[src/hdl/wgs_pkg.sv]
`timescale 1ns / 1ps

package wgs_pkg;

    // Store geometry
    localparam int MAX_VERTICES = 64;
    localparam int VW     = $clog2(MAX_VERTICES);
    localparam int CW     = $clog2(MAX_VERTICES + 1);
    localparam int CMPW   = (CW > 7) ? CW : 7;
    localparam int EAW    = 2 * VW;
    localparam int EDEPTH = 1 << EAW;
    localparam int EWID   = 33;

    localparam logic signed [31:0] MISS_WORD = 32'sh8000_0000;

    typedef enum logic [3:0] {
        OP_ADD_V   = 4'd0,
        OP_SET_V   = 4'd1,
        OP_GET_V   = 4'd2,
        OP_ERASE_V = 4'd3,
        OP_ADD_E   = 4'd4,
        OP_SET_E   = 4'd5,
        OP_GET_E   = 4'd6,
        OP_ERASE_E = 4'd7,
        OP_CLEAR   = 4'd8
    } op_t;

    typedef enum logic [1:0] {
        STAT_OK     = 2'd0,
        STAT_REJECT = 2'd1,
        STAT_FULL   = 2'd2
    } stat_t;

    typedef struct packed {
        logic [3:0]         opcode;
        logic [5:0]         src_vertex;
        logic [5:0]         dst_vertex;
        logic signed [31:0] data_in;
    } req_t;

    typedef struct packed {
        logic signed [31:0] data_out;
        logic [1:0]         status;
        logic [6:0]         vertex_count;
    } rsp_t;

    typedef enum logic [3:0] {
        S_IDLE,
        S_DECODE,
        S_EDGE_CHK,
        S_VERT_RD,
        S_ADD_CLR,
        S_CMP_RD,
        S_CMP_WR,
        S_FINISH
    } state_t;

    typedef enum logic [1:0] { VW_SRC, VW_NEW, VW_CMP } vwsel_t;
    typedef enum logic       { VR_SRC, VR_CMP } vrsel_t;
    typedef enum logic [1:0] { EW_SET, EW_ERASE, EW_CLR, EW_CMP } ewsel_t;
    typedef enum logic       { ER_REQ, ER_CMP } ersel_t;
    typedef enum logic [1:0] { TOT_KEEP, TOT_INC, TOT_DEC, TOT_ZERO } tot_t;
    typedef enum logic [1:0] { RD_MISS, RD_VERT, RD_EDGE } rdsel_t;

    // Controller -> datapath
    typedef struct packed {
        logic   req_load;
        logic   v_we;
        vwsel_t v_wsel;
        logic   v_re;
        vrsel_t v_rsel;
        logic   e_we;
        ewsel_t e_wsel;
        logic   e_re;
        ersel_t e_rsel;
        logic   add_init;
        logic   add_step;
        logic   cmp_init;
        logic   cmp_step;
        tot_t   tot_op;
        logic   res_load;
        stat_t  res_status;
        rdsel_t res_sel;
        logic   out_load;
    } cmd_t;

    // Datapath -> controller
    typedef struct packed {
        logic [3:0] opcode;
        logic       full;
        logic       src_ok;
        logic       edge_ok;
        logic       e_present;
        logic       add_last;
        logic       cmp_last;
        logic       cmp_single;
        logic       cmp_jzero;
        logic       out_free;
    } flags_t;

    function automatic logic [CMPW-1:0] to_cmp(input logic [5:0] x);
        return CMPW'(x);
    endfunction

    function automatic logic [VW-1:0] to_idx(input logic [5:0] x);
        logic [CMPW-1:0] t;
        t = CMPW'(x);
        return t[VW-1:0];
    endfunction

endpackage

[src/hdl/wgs_ctrl.sv]
`timescale 1ns / 1ps

module wgs_ctrl import wgs_pkg::*; (
    input  logic   clk,
    input  logic   rst_n,
    input  logic   req_valid,
    output logic   req_ready,
    input  flags_t flags,
    output cmd_t   cmd
);

    state_t state_reg;
    state_t state_next;

    // State register
    always_ff @(posedge clk or negedge rst_n)
    begin
        if (!rst_n)
        begin
            state_reg <= S_IDLE;
        end
        else
        begin
            state_reg <= state_next;
        end
    end

    // Next state and commands
    always_comb
    begin
        cmd        = '0;
        req_ready  = 1'b0;
        state_next = state_reg;
        case (state_reg)
            S_IDLE:
            begin
                req_ready = 1'b1;
                if (req_valid)
                begin
                    cmd.req_load = 1'b1;
                    state_next   = S_DECODE;
                end
            end
            S_DECODE:
            begin
                cmd.res_load   = 1'b1;
                cmd.res_status = STAT_REJECT;
                cmd.res_sel    = RD_MISS;
                state_next     = S_FINISH;
                case (flags.opcode)
                    OP_ADD_V:
                    begin
                        if (flags.full)
                        begin
                            cmd.res_status = STAT_FULL;
                        end
                        else
                        begin
                            cmd.res_load = 1'b0;
                            cmd.v_we     = 1'b1;
                            cmd.v_wsel   = VW_NEW;
                            cmd.add_init = 1'b1;
                            state_next   = S_ADD_CLR;
                        end
                    end
                    OP_SET_V:
                    begin
                        if (flags.src_ok)
                        begin
                            cmd.v_we       = 1'b1;
                            cmd.v_wsel     = VW_SRC;
                            cmd.res_status = STAT_OK;
                        end
                    end
                    OP_GET_V:
                    begin
                        if (flags.src_ok)
                        begin
                            cmd.res_load = 1'b0;
                            cmd.v_re     = 1'b1;
                            cmd.v_rsel   = VR_SRC;
                            state_next   = S_VERT_RD;
                        end
                    end
                    OP_ERASE_V:
                    begin
                        if (flags.src_ok)
                        begin
                            if (flags.cmp_single)
                            begin
                                cmd.tot_op     = TOT_DEC;
                                cmd.res_status = STAT_OK;
                            end
                            else
                            begin
                                cmd.res_load = 1'b0;
                                cmd.cmp_init = 1'b1;
                                state_next   = S_CMP_RD;
                            end
                        end
                    end
                    OP_ADD_E:
                    begin
                        if (flags.edge_ok)
                        begin
                            cmd.e_we       = 1'b1;
                            cmd.e_wsel     = EW_SET;
                            cmd.res_status = STAT_OK;
                        end
                    end
                    OP_SET_E, OP_GET_E, OP_ERASE_E:
                    begin
                        if (flags.edge_ok)
                        begin
                            cmd.res_load = 1'b0;
                            cmd.e_re     = 1'b1;
                            cmd.e_rsel   = ER_REQ;
                            state_next   = S_EDGE_CHK;
                        end
                    end
                    OP_CLEAR:
                    begin
                        cmd.tot_op     = TOT_ZERO;
                        cmd.res_status = STAT_OK;
                    end
                    default:
                    begin
                        cmd.res_status = STAT_REJECT;
                    end
                endcase
            end
            S_EDGE_CHK:
            begin
                cmd.res_load   = 1'b1;
                cmd.res_status = STAT_REJECT;
                cmd.res_sel    = RD_MISS;
                if (flags.e_present)
                begin
                    cmd.res_status = STAT_OK;
                    case (flags.opcode)
                        OP_SET_E:
                        begin
                            cmd.e_we   = 1'b1;
                            cmd.e_wsel = EW_SET;
                        end
                        OP_GET_E:
                        begin
                            cmd.res_sel = RD_EDGE;
                        end
                        default:
                        begin
                            cmd.e_we   = 1'b1;
                            cmd.e_wsel = EW_ERASE;
                        end
                    endcase
                end
                state_next = S_FINISH;
            end
            S_VERT_RD:
            begin
                cmd.res_load   = 1'b1;
                cmd.res_status = STAT_OK;
                cmd.res_sel    = RD_VERT;
                state_next     = S_FINISH;
            end
            S_ADD_CLR:
            begin
                // clear the new vertex's row and column, one cell a cycle
                cmd.e_we     = 1'b1;
                cmd.e_wsel   = EW_CLR;
                cmd.add_step = 1'b1;
                if (flags.add_last)
                begin
                    cmd.tot_op     = TOT_INC;
                    cmd.res_load   = 1'b1;
                    cmd.res_status = STAT_OK;
                    cmd.res_sel    = RD_MISS;
                    state_next     = S_FINISH;
                end
            end
            S_CMP_RD:
            begin
                cmd.e_re   = 1'b1;
                cmd.e_rsel = ER_CMP;
                cmd.v_re   = 1'b1;
                cmd.v_rsel = VR_CMP;
                state_next = S_CMP_WR;
            end
            S_CMP_WR:
            begin
                cmd.e_we     = 1'b1;
                cmd.e_wsel   = EW_CMP;
                cmd.v_we     = flags.cmp_jzero;
                cmd.v_wsel   = VW_CMP;
                cmd.cmp_step = 1'b1;
                if (flags.cmp_last)
                begin
                    cmd.tot_op     = TOT_DEC;
                    cmd.res_load   = 1'b1;
                    cmd.res_status = STAT_OK;
                    cmd.res_sel    = RD_MISS;
                    state_next     = S_FINISH;
                end
                else
                begin
                    state_next = S_CMP_RD;
                end
            end
            S_FINISH:
            begin
                if (flags.out_free)
                begin
                    cmd.out_load = 1'b1;
                    state_next   = S_IDLE;
                end
            end
            default:
            begin
                state_next = S_IDLE;
            end
        endcase
    end

endmodule

[config.mk]
export PLATFORM = sky130hd
export DESIGN_NAME = wgs_ctrl
export DESIGN_NICKNAME = d
export VERILOG_FILES = /design/src/hdl/wgs_pkg.sv /design/src/hdl/wgs_ctrl.sv
export SDC_FILE = /design/constraint.sdc
export NUM_CORES = 1
export LEC_CHECK = 0
export ABC_CLOCK_PERIOD_IN_PS = 2180
export CAP_MARGIN = 20
export CORE_AREA = 2 2 39 41
export CTS_CLUSTER_SIZE = 12
export DETAILED_ROUTE_END_ITERATION = 10
export DIE_AREA = 0 0 41 43
export DONT_BUFFER_PORTS = 1
export PLACE_DENSITY = 0.76
export SLEW_MARGIN = 20
export SYNTH_ARGS = -nofsm -noshare
export SYNTH_HDL_FRONTEND = slang
export SYNTH_SLANG_ARGS = --single-unit
[constraint.sdc]
create_clock -name clk -period 2.18 [get_ports clk]
set_input_delay 0.218 -clock clk [delete_from_list [all_inputs] [get_ports clk]]
set_output_delay 0.218 -clock clk [all_outputs]
set_load 0.01 [all_outputs]
==> key figures, run 1 <==
Hold path
  – Hold WC Path Type: input port to register
  – Worst hold path depth: 1
  – Min-delay src: flags[0]
  – Worst hold endpoint: state_reg[0]

Timing
  – RSZ-0062 raised after global routing: false
  – Tmin final: 1.94 ns
  – Final Hold Viols: 0
  – Worst hold slack: 0.0696 ns
  – Final setup fails: 0
  – Measured slew at the worst slew-check pin: 0.529 ns
  – Peak Freq: 514 MHz
  – Setup TNS: 0 ns
  – Relative max-transition margin: 64.4%
  – Max-slew violations: 0
  – Skew final: 0.00377 ns
  – Final Cycle Share: 89.2%

Detailed routing
  – Detailed Route Iter0 Violations: 12
  – Wire length per cell: 15.3 um
  – Post-DRT Antenna Nets: 0
  – DRC: 0
  – Vias: 846
  – Pre-Repair DR Iteration Count: 4
  – Via-to-Cell Ratio: 6.41
  – Total wire length: 2020 um

Critical path
  – Crit-path max FO: 9
  – Critical Path RT: 1.96 ns
  – CP Cell Sequence: nand2b_1, nand2b_1, o41ai_1, buf_4
  – Crit Reg-Reg Startpoint: state_reg[2]
  – Worst r2r path cells: 4
  – CP most frequent cell: nand2b_1
  – Worst reg2reg path endpoint: state_reg[2]
  – WS Path Type: register to output pin
  – Buffers plus inverters on the worst setup path: 1
  – Crit. End Element: output pin
  – Max stage delay cell, worst path: o41ai_1
  – CP peak stage delay: 0.42 ns
  – Crit path max-delay family: simple AND/OR/NAND/NOR gates
  – CP arrival: 1.73 ns
  – FF-to-FF setup slack: 0.66 ns
  – Start point of the critical path: state_reg[1]
  – CP Launch Type: register

Yosys
  – Synthesized cell area: 709 um2
  – Synth Register Bits: 3
  – Cell taking the most area after synthesis: dfrtp_1
  – Post-synthesis cell count: 119
  – Synth top area share: 10.6%
  – Register area share after synthesis: 10.6%
  – Top FF cell, synth: dfrtp_1
  – Warnings, synthesis: 0
  – Number of synthesized flops with an enable pin: 0
  – Most instantiated cells after synthesis: nor2_1 (19), nand2_1 (11), a21oi_1 (10), clkbuf_1 (9)
  – Syn_nets: 135
  – Synth top area cells: dfrtp_1 (11%), nor2_1 (10%), a21oi_1 (7.1%)
  – Count leader, synth: nor2_1
  – Count of different cell masters after synthesis: 35
  – Avg Cell Area, Syn: 5.96 um2
  – FFs w/ async S/R, synth: 100%

Clock network
  – Max Root-Sink Buffers: 2
  – CTS buffer count: 3
  – Num Clock Sinks: 3
  – H-tree levels: 1
  – Clk_lat worst skew: 0.24 ns
  – Reg clk slew, reported paths: 0.04 ns
  – CTS Root Cell: clkbuf_4
  – TritonCTS clock tree: built

Finish
  – Share of layout cells above drive strength 1: 11.2%
  – Max reg flops: 3
  – Final net count: 133
  – # diodes: 0
  – Synthesis-to-finish area growth: 3.53%

Placement
  – IO Port Bufs: 0
  – Placer Congestion: 0.899
  – DP HPWL: 1520 um

Global route
  – Largest net degree at the start of global routing: 18
  – Gr ovfl total: 0
  – First-pass GRT wire length: 3230 um
  – Vias in the first global route: 775
  – Antenna violations before repair: 0
  – GRT Total Usage: 25.6%

Power
  – Worst VDD drop: 0.000439 V
  – Switching power: 0.445 mW
  – Sequential cell fraction of total power: 13.4%
  – Power per cell area: 1080 mW/mm2
  – P_leak: 0.289 nW
  – Power Internal: 0.347 mW
  – Combinational share of power: 73.1%
  – Sw frac: 56.2%
  – Clock share of power: 13.5%

Floorplan
  – Die ar.: 0.00176 mm2
  – I/O pin total: 40
  – Die Y: 43 um
  – Starting Density: 51.3%
  – Core area: 0.00138 mm2
  – Die W: 41 um
  – Core Rows: 14

Status
  – Outcome: completed

Flow run
  – Max cap viols: 0
## worst reg2reg max path, stage by stage (launching register included)
cell,delay [ns]
dfrtp_1,0.38
buf_4,0.19
or4_1,0.50
a211oi_1,0.22
nor3_1,0.08
## layout by cell type (no fill, tap or decap), types with 2 or more instances in the layout
cell | Yosys | layout
nand3_1 | 2 | 2
clkbuf_4 | 0 | 3
o21ai_1 | 4 | 4
nor2b_1 | 4 | 4
o31ai_1 | 2 | 2
a32oi_1 | 2 | 2
inv_1 | 6 | 6
or2_1 | 2 | 2
buf_4 | 2 | 6
nor3_1 | 6 | 6
a311oi_1 | 2 | 2
nand4_1 | 3 | 3
nor2_1 | 19 | 19
nand2b_1 | 3 | 3
nor4_1 | 4 | 4
inv_2 | 2 | 2
and2_1 | 2 | 2
nand2_1 | 11 | 11
o32ai_1 | 2 | 2
and3_1 | 2 | 2
dfrtp_1 | 3 | 3
o21ai_0 | 4 | 4
a21oi_1 | 10 | 10
## routing by layer
layer  up-vias  routed length [um]  global-route usage [%]
met2        45                 995                    36.6
met5         -                   0                       0
met4         0                  47                    16.0
met1       376                 806                    33.9
li1        419                   -                       -
met3         6                 170                    4.19
## through the flow
| stage | worst slack, ns | power (mW) | util (%) | instance area [um2] | cells |
|---|---|---|---|---|---|
| final | 0.236 | 0.792 | 53.1 | 734 | 132 |
| after global routing | 0.118 | 0.859 | 53.1 | 734 | 132 |
| after CTS | 0.217 | 0.794 | 53.1 | 734 | 132 |
| after detailed placement | 0.485 | 0.680 | 50.5 | 698 | 127 |
| after global placement | 0.547 | 0.667 | 50.5 | 698 | 127 |
| after floorplan | 0.540 | 0.584 | - | 709 | 119 |
## cells by family (layout without fill, tap and decap cells)
kind of cell           Yosys count  after routing  synth area share (%)
AND/OR/NAND/NOR                 61             61                  43.0
buffers and inverters           22             19                  15.0
AO/OA/AOI/OAI                   33             33                  31.4
flip-flops                       3              3                  10.6
## power groups by stage
stage | clock [mW] | combinational [mW] | sequential, mW
2_1_floorplan | 0 | 0.481 | 0.103
3_3_place_gp | 0 | 0.563 | 0.104
3_5_place_dp | 0 | 0.575 | 0.105
4_1_cts | 0.110 | 0.579 | 0.106
5_1_grt | 0.111 | 0.638 | 0.110
6_report | 0.107 | 0.579 | 0.106
## cell type report
cell class                      instances  area [um2]
Fill cell                             148         649
Multi-Input combinational cell         94         528
Sequential cell                         3        75.1
Timing Repair Buffer                    7        55.1
Inverter                                8        30.0
Clock buffer                            4        26.3
Tap cell                               16        20.0
## what timing repair did
action	4_1_cts	5_1_grt
setup buffers	0	0
hold buffers	1	0
gates resized for setup	0	0
hold endpoints to repair	3	0
## worst max path at each step
stage	cells after the start	end	slack [ns]
2_1_floorplan	4	cmd[21]	0.54
3_3_place_gp	4	cmd[21]	0.55
3_5_place_dp	4	cmd[21]	0.48
4_1_cts	4	cmd[21]	0.22
5_1_grt	4	cmd[21]	0.12
6_report	4	cmd[21]	0.24
Note: power is estimated with default switching activity, not from simulation.
==> inputs of run 2 (changes only) <==
- CTS_BUF_LIST: default -> sky130_fd_sc_hd__clkbuf_4
==> key figures, run 2 (same netlist as run 1, synthesis figures left out) <==
Timing
  – Peak Freq: 515 MHz (was 514 MHz)
  – Final setup fails: 0 (unchanged)
  – Final Cycle Share: 89.0% (was 89.2%)
  – Relative max-transition margin: 64.5% (was 64.4%)
  – Final Hold Viols: 0 (unchanged)
  – Setup TNS: 0 ns (unchanged)
  – Max-slew violations: 0 (unchanged)
  – RSZ-0062 raised after global routing: false (unchanged)
  – Final WS setup: 0.240 ns (was 0.236 ns)
  – Measured slew at the worst slew-check pin: 0.529 ns (about the same)
  – Skew final: 0.00537 ns (was 0.00377 ns)
  – Worst hold slack: 0.0705 ns (was 0.0696 ns)
  – Tmin final: 1.94 ns (about the same)

Finish
  – Cell area after layout: 738 um2 (was 734 um2)
  – Post-layout util: 53.3% (was 53.1%)
  – Share of layout cells above drive strength 1: 12.1% (was 11.2%)
  – Max reg flops: 3 (unchanged)
  – Most frequent cells in the layout: nor2_1 (19), nand2_1 (11), a21oi_1 (10) (unchanged)
  – Synthesis-to-finish area growth: 4.06% (was 3.53%)
  – # diodes: 0 (unchanged)
  – Finished Layout Cells: 132 (unchanged)
  – Final net count: 133 (unchanged)
  – Leading cell type in the layout, fill and taps excluded: nor2_1 (unchanged)

Critical path
  – Crit-path max FO: 9 (unchanged)
  – WS Path Type: register to output pin (unchanged)
  – CP arrival: 1.72 ns (was 1.73 ns)
  – Crit. End Element: output pin (unchanged)
  – CP Launch Type: register (unchanged)
  – Critical Path RT: 1.96 ns (about the same)

Detailed routing
  – Met3 wire length: 171 um (was 170 um)
  – Detailed Route Iter0 Violations: 15 (was 12)
  – Total wire length: 2000 um (was 2020 um)
  – Pre-Repair DR Iteration Count: 4 (unchanged)
  – DRC: 0 (unchanged)
  – DR WL met2: 985 um (was 995 um)
  – Vias: 849 (was 846)
  – Uppermost layer routed: met4 (unchanged)
  – M1 WL: 811 um (was 806 um)
  – Post-DRT Antenna Nets: 0 (unchanged)
  – Via-to-Cell Ratio: 6.43 (was 6.41)
  – Wire length per cell: 15.2 um (was 15.3 um)

Clock network
  – Num Clock Sinks: 3 (unchanged)
  – Clk_lat worst skew: 0.24 ns (about the same)
  – Hold-fix buffers, CTS: 1 (unchanged)
  – CTS resizes: 0 (unchanged)
  – Reg clk slew, reported paths: 0.04 ns (about the same)
  – Post-CTS setup repair buffer count: 0 (unchanged)
  – TritonCTS clock tree: built (unchanged)
  – H-tree levels: 1 (unchanged)
  – Max Root-Sink Buffers: 2 (unchanged)
  – CTS Root Cell: clkbuf_4 (unchanged)
  – CTS buffer count: 3 (unchanged)

Power
  – Combinational share of power: 72.1% (was 73.1%)
  – Power Internal: 0.359 mW (was 0.347 mW)
  – Sw frac: 55.1% (was 56.2%)
  – Worst VDD drop: 0.000430 V (was 0.000439 V)
  – Switching power: 0.441 mW (was 0.445 mW)
  – Clock share of power: 14.7% (was 13.5%)
  – P_leak: 0.293 nW (was 0.289 nW)
  – Pwr Total: 0.800 mW (was 0.792 mW)
  – Sequential cell fraction of total power: 13.2% (was 13.4%)
  – Power per cell area: 1080 mW/mm2 (about the same)

Floorplan
  – Die Y: 43 um (unchanged)
  – Die ar.: 0.00176 mm2 (unchanged)
  – I/O pin total: 40 (unchanged)
  – Starting Density: 51.3% (unchanged)
  – Core area: 0.00138 mm2 (unchanged)
  – Core Rows: 14 (unchanged)
  – Die W: 41 um (unchanged)

Global route
  – Largest net degree at the start of global routing: 18 (unchanged)
  – Vias in the first global route: 771 (was 775)
  – Gr ovfl total: 0 (unchanged)
  – GRT Total Usage: 25.5% (was 25.6%)
  – Antenna violations before repair: 0 (unchanged)
  – First-pass GRT wire length: 3220 um (was 3230 um)

Placement
  – DP HPWL: 1520 um (unchanged)
  – IO Port Bufs: 0 (unchanged)
  – Placed insts: 127 (unchanged)
  – Placer Congestion: 0.899 (unchanged)
  – Dpl ws: 0.485 ns (unchanged)
  – Post-DP Area: 698 um2 (unchanged)

Flow run
  – Max cap viols: 0 (unchanged)

Status
  – Outcome: completed (unchanged)

Hold path
  – Hold WC Path Type: input port to register (unchanged)
run 2: cell counts in the layout (fill, tap and decap cells not counted):
No cell type changed its count.
run 2: area by class of cell:
type                            count  area [um2]
Clock buffer                        4        30.0
Fill cell                         150         646
Inverter                            8        30.0
Multi-Input combinational cell     94         528
Sequential cell                     3        75.1
Tap cell                           16        20.0
Timing Repair Buffer                7        55.1
run 2: critical path, cell delays in order (launching register included):
cell      delay, ns
dfrtp_1        0.37
nand2b_1       0.20
nand2b_1       0.32
o41ai_1        0.41
buf_4          0.18
run 2: path summary, 6_finish.rpt:
check                              from            to  slack (ns)  cells past startpoint
hold / removal                 flags[0]  state_reg[0]        0.07                      1
min in group asynchronous         rst_n  state_reg[2]        0.24                      1
setup / recovery           state_reg[1]       cmd[21]        0.24                      4
hold reg to reg            state_reg[2]  state_reg[0]        0.68                      2
max in group asynchronous         rst_n  state_reg[1]        1.77                      1
setup reg to reg           state_reg[2]  state_reg[2]        0.66                      4
run 2: metal layers:
layer / vias to the layer above / global-route usage [%]
met5: - / 0
met4: 0 / 16.0
met3: 4 / 4.19
met2: 42 / 36.3
met1: 382 / 33.9
li1: 421 / -
run 2: power by group through the flow:
| stage | sequential, mW | combinational [mW] | clock (mW) |
|---|---|---|---|
| finish | 0.106 | 0.576 | 0.118 |
| global route | 0.110 | 0.638 | 0.122 |
| floorplan | 0.103 | 0.481 | 0 |
| CTS | 0.106 | 0.579 | 0.121 |
| global placement | 0.104 | 0.563 | 0 |
| detailed placement | 0.105 | 0.575 | 0 |
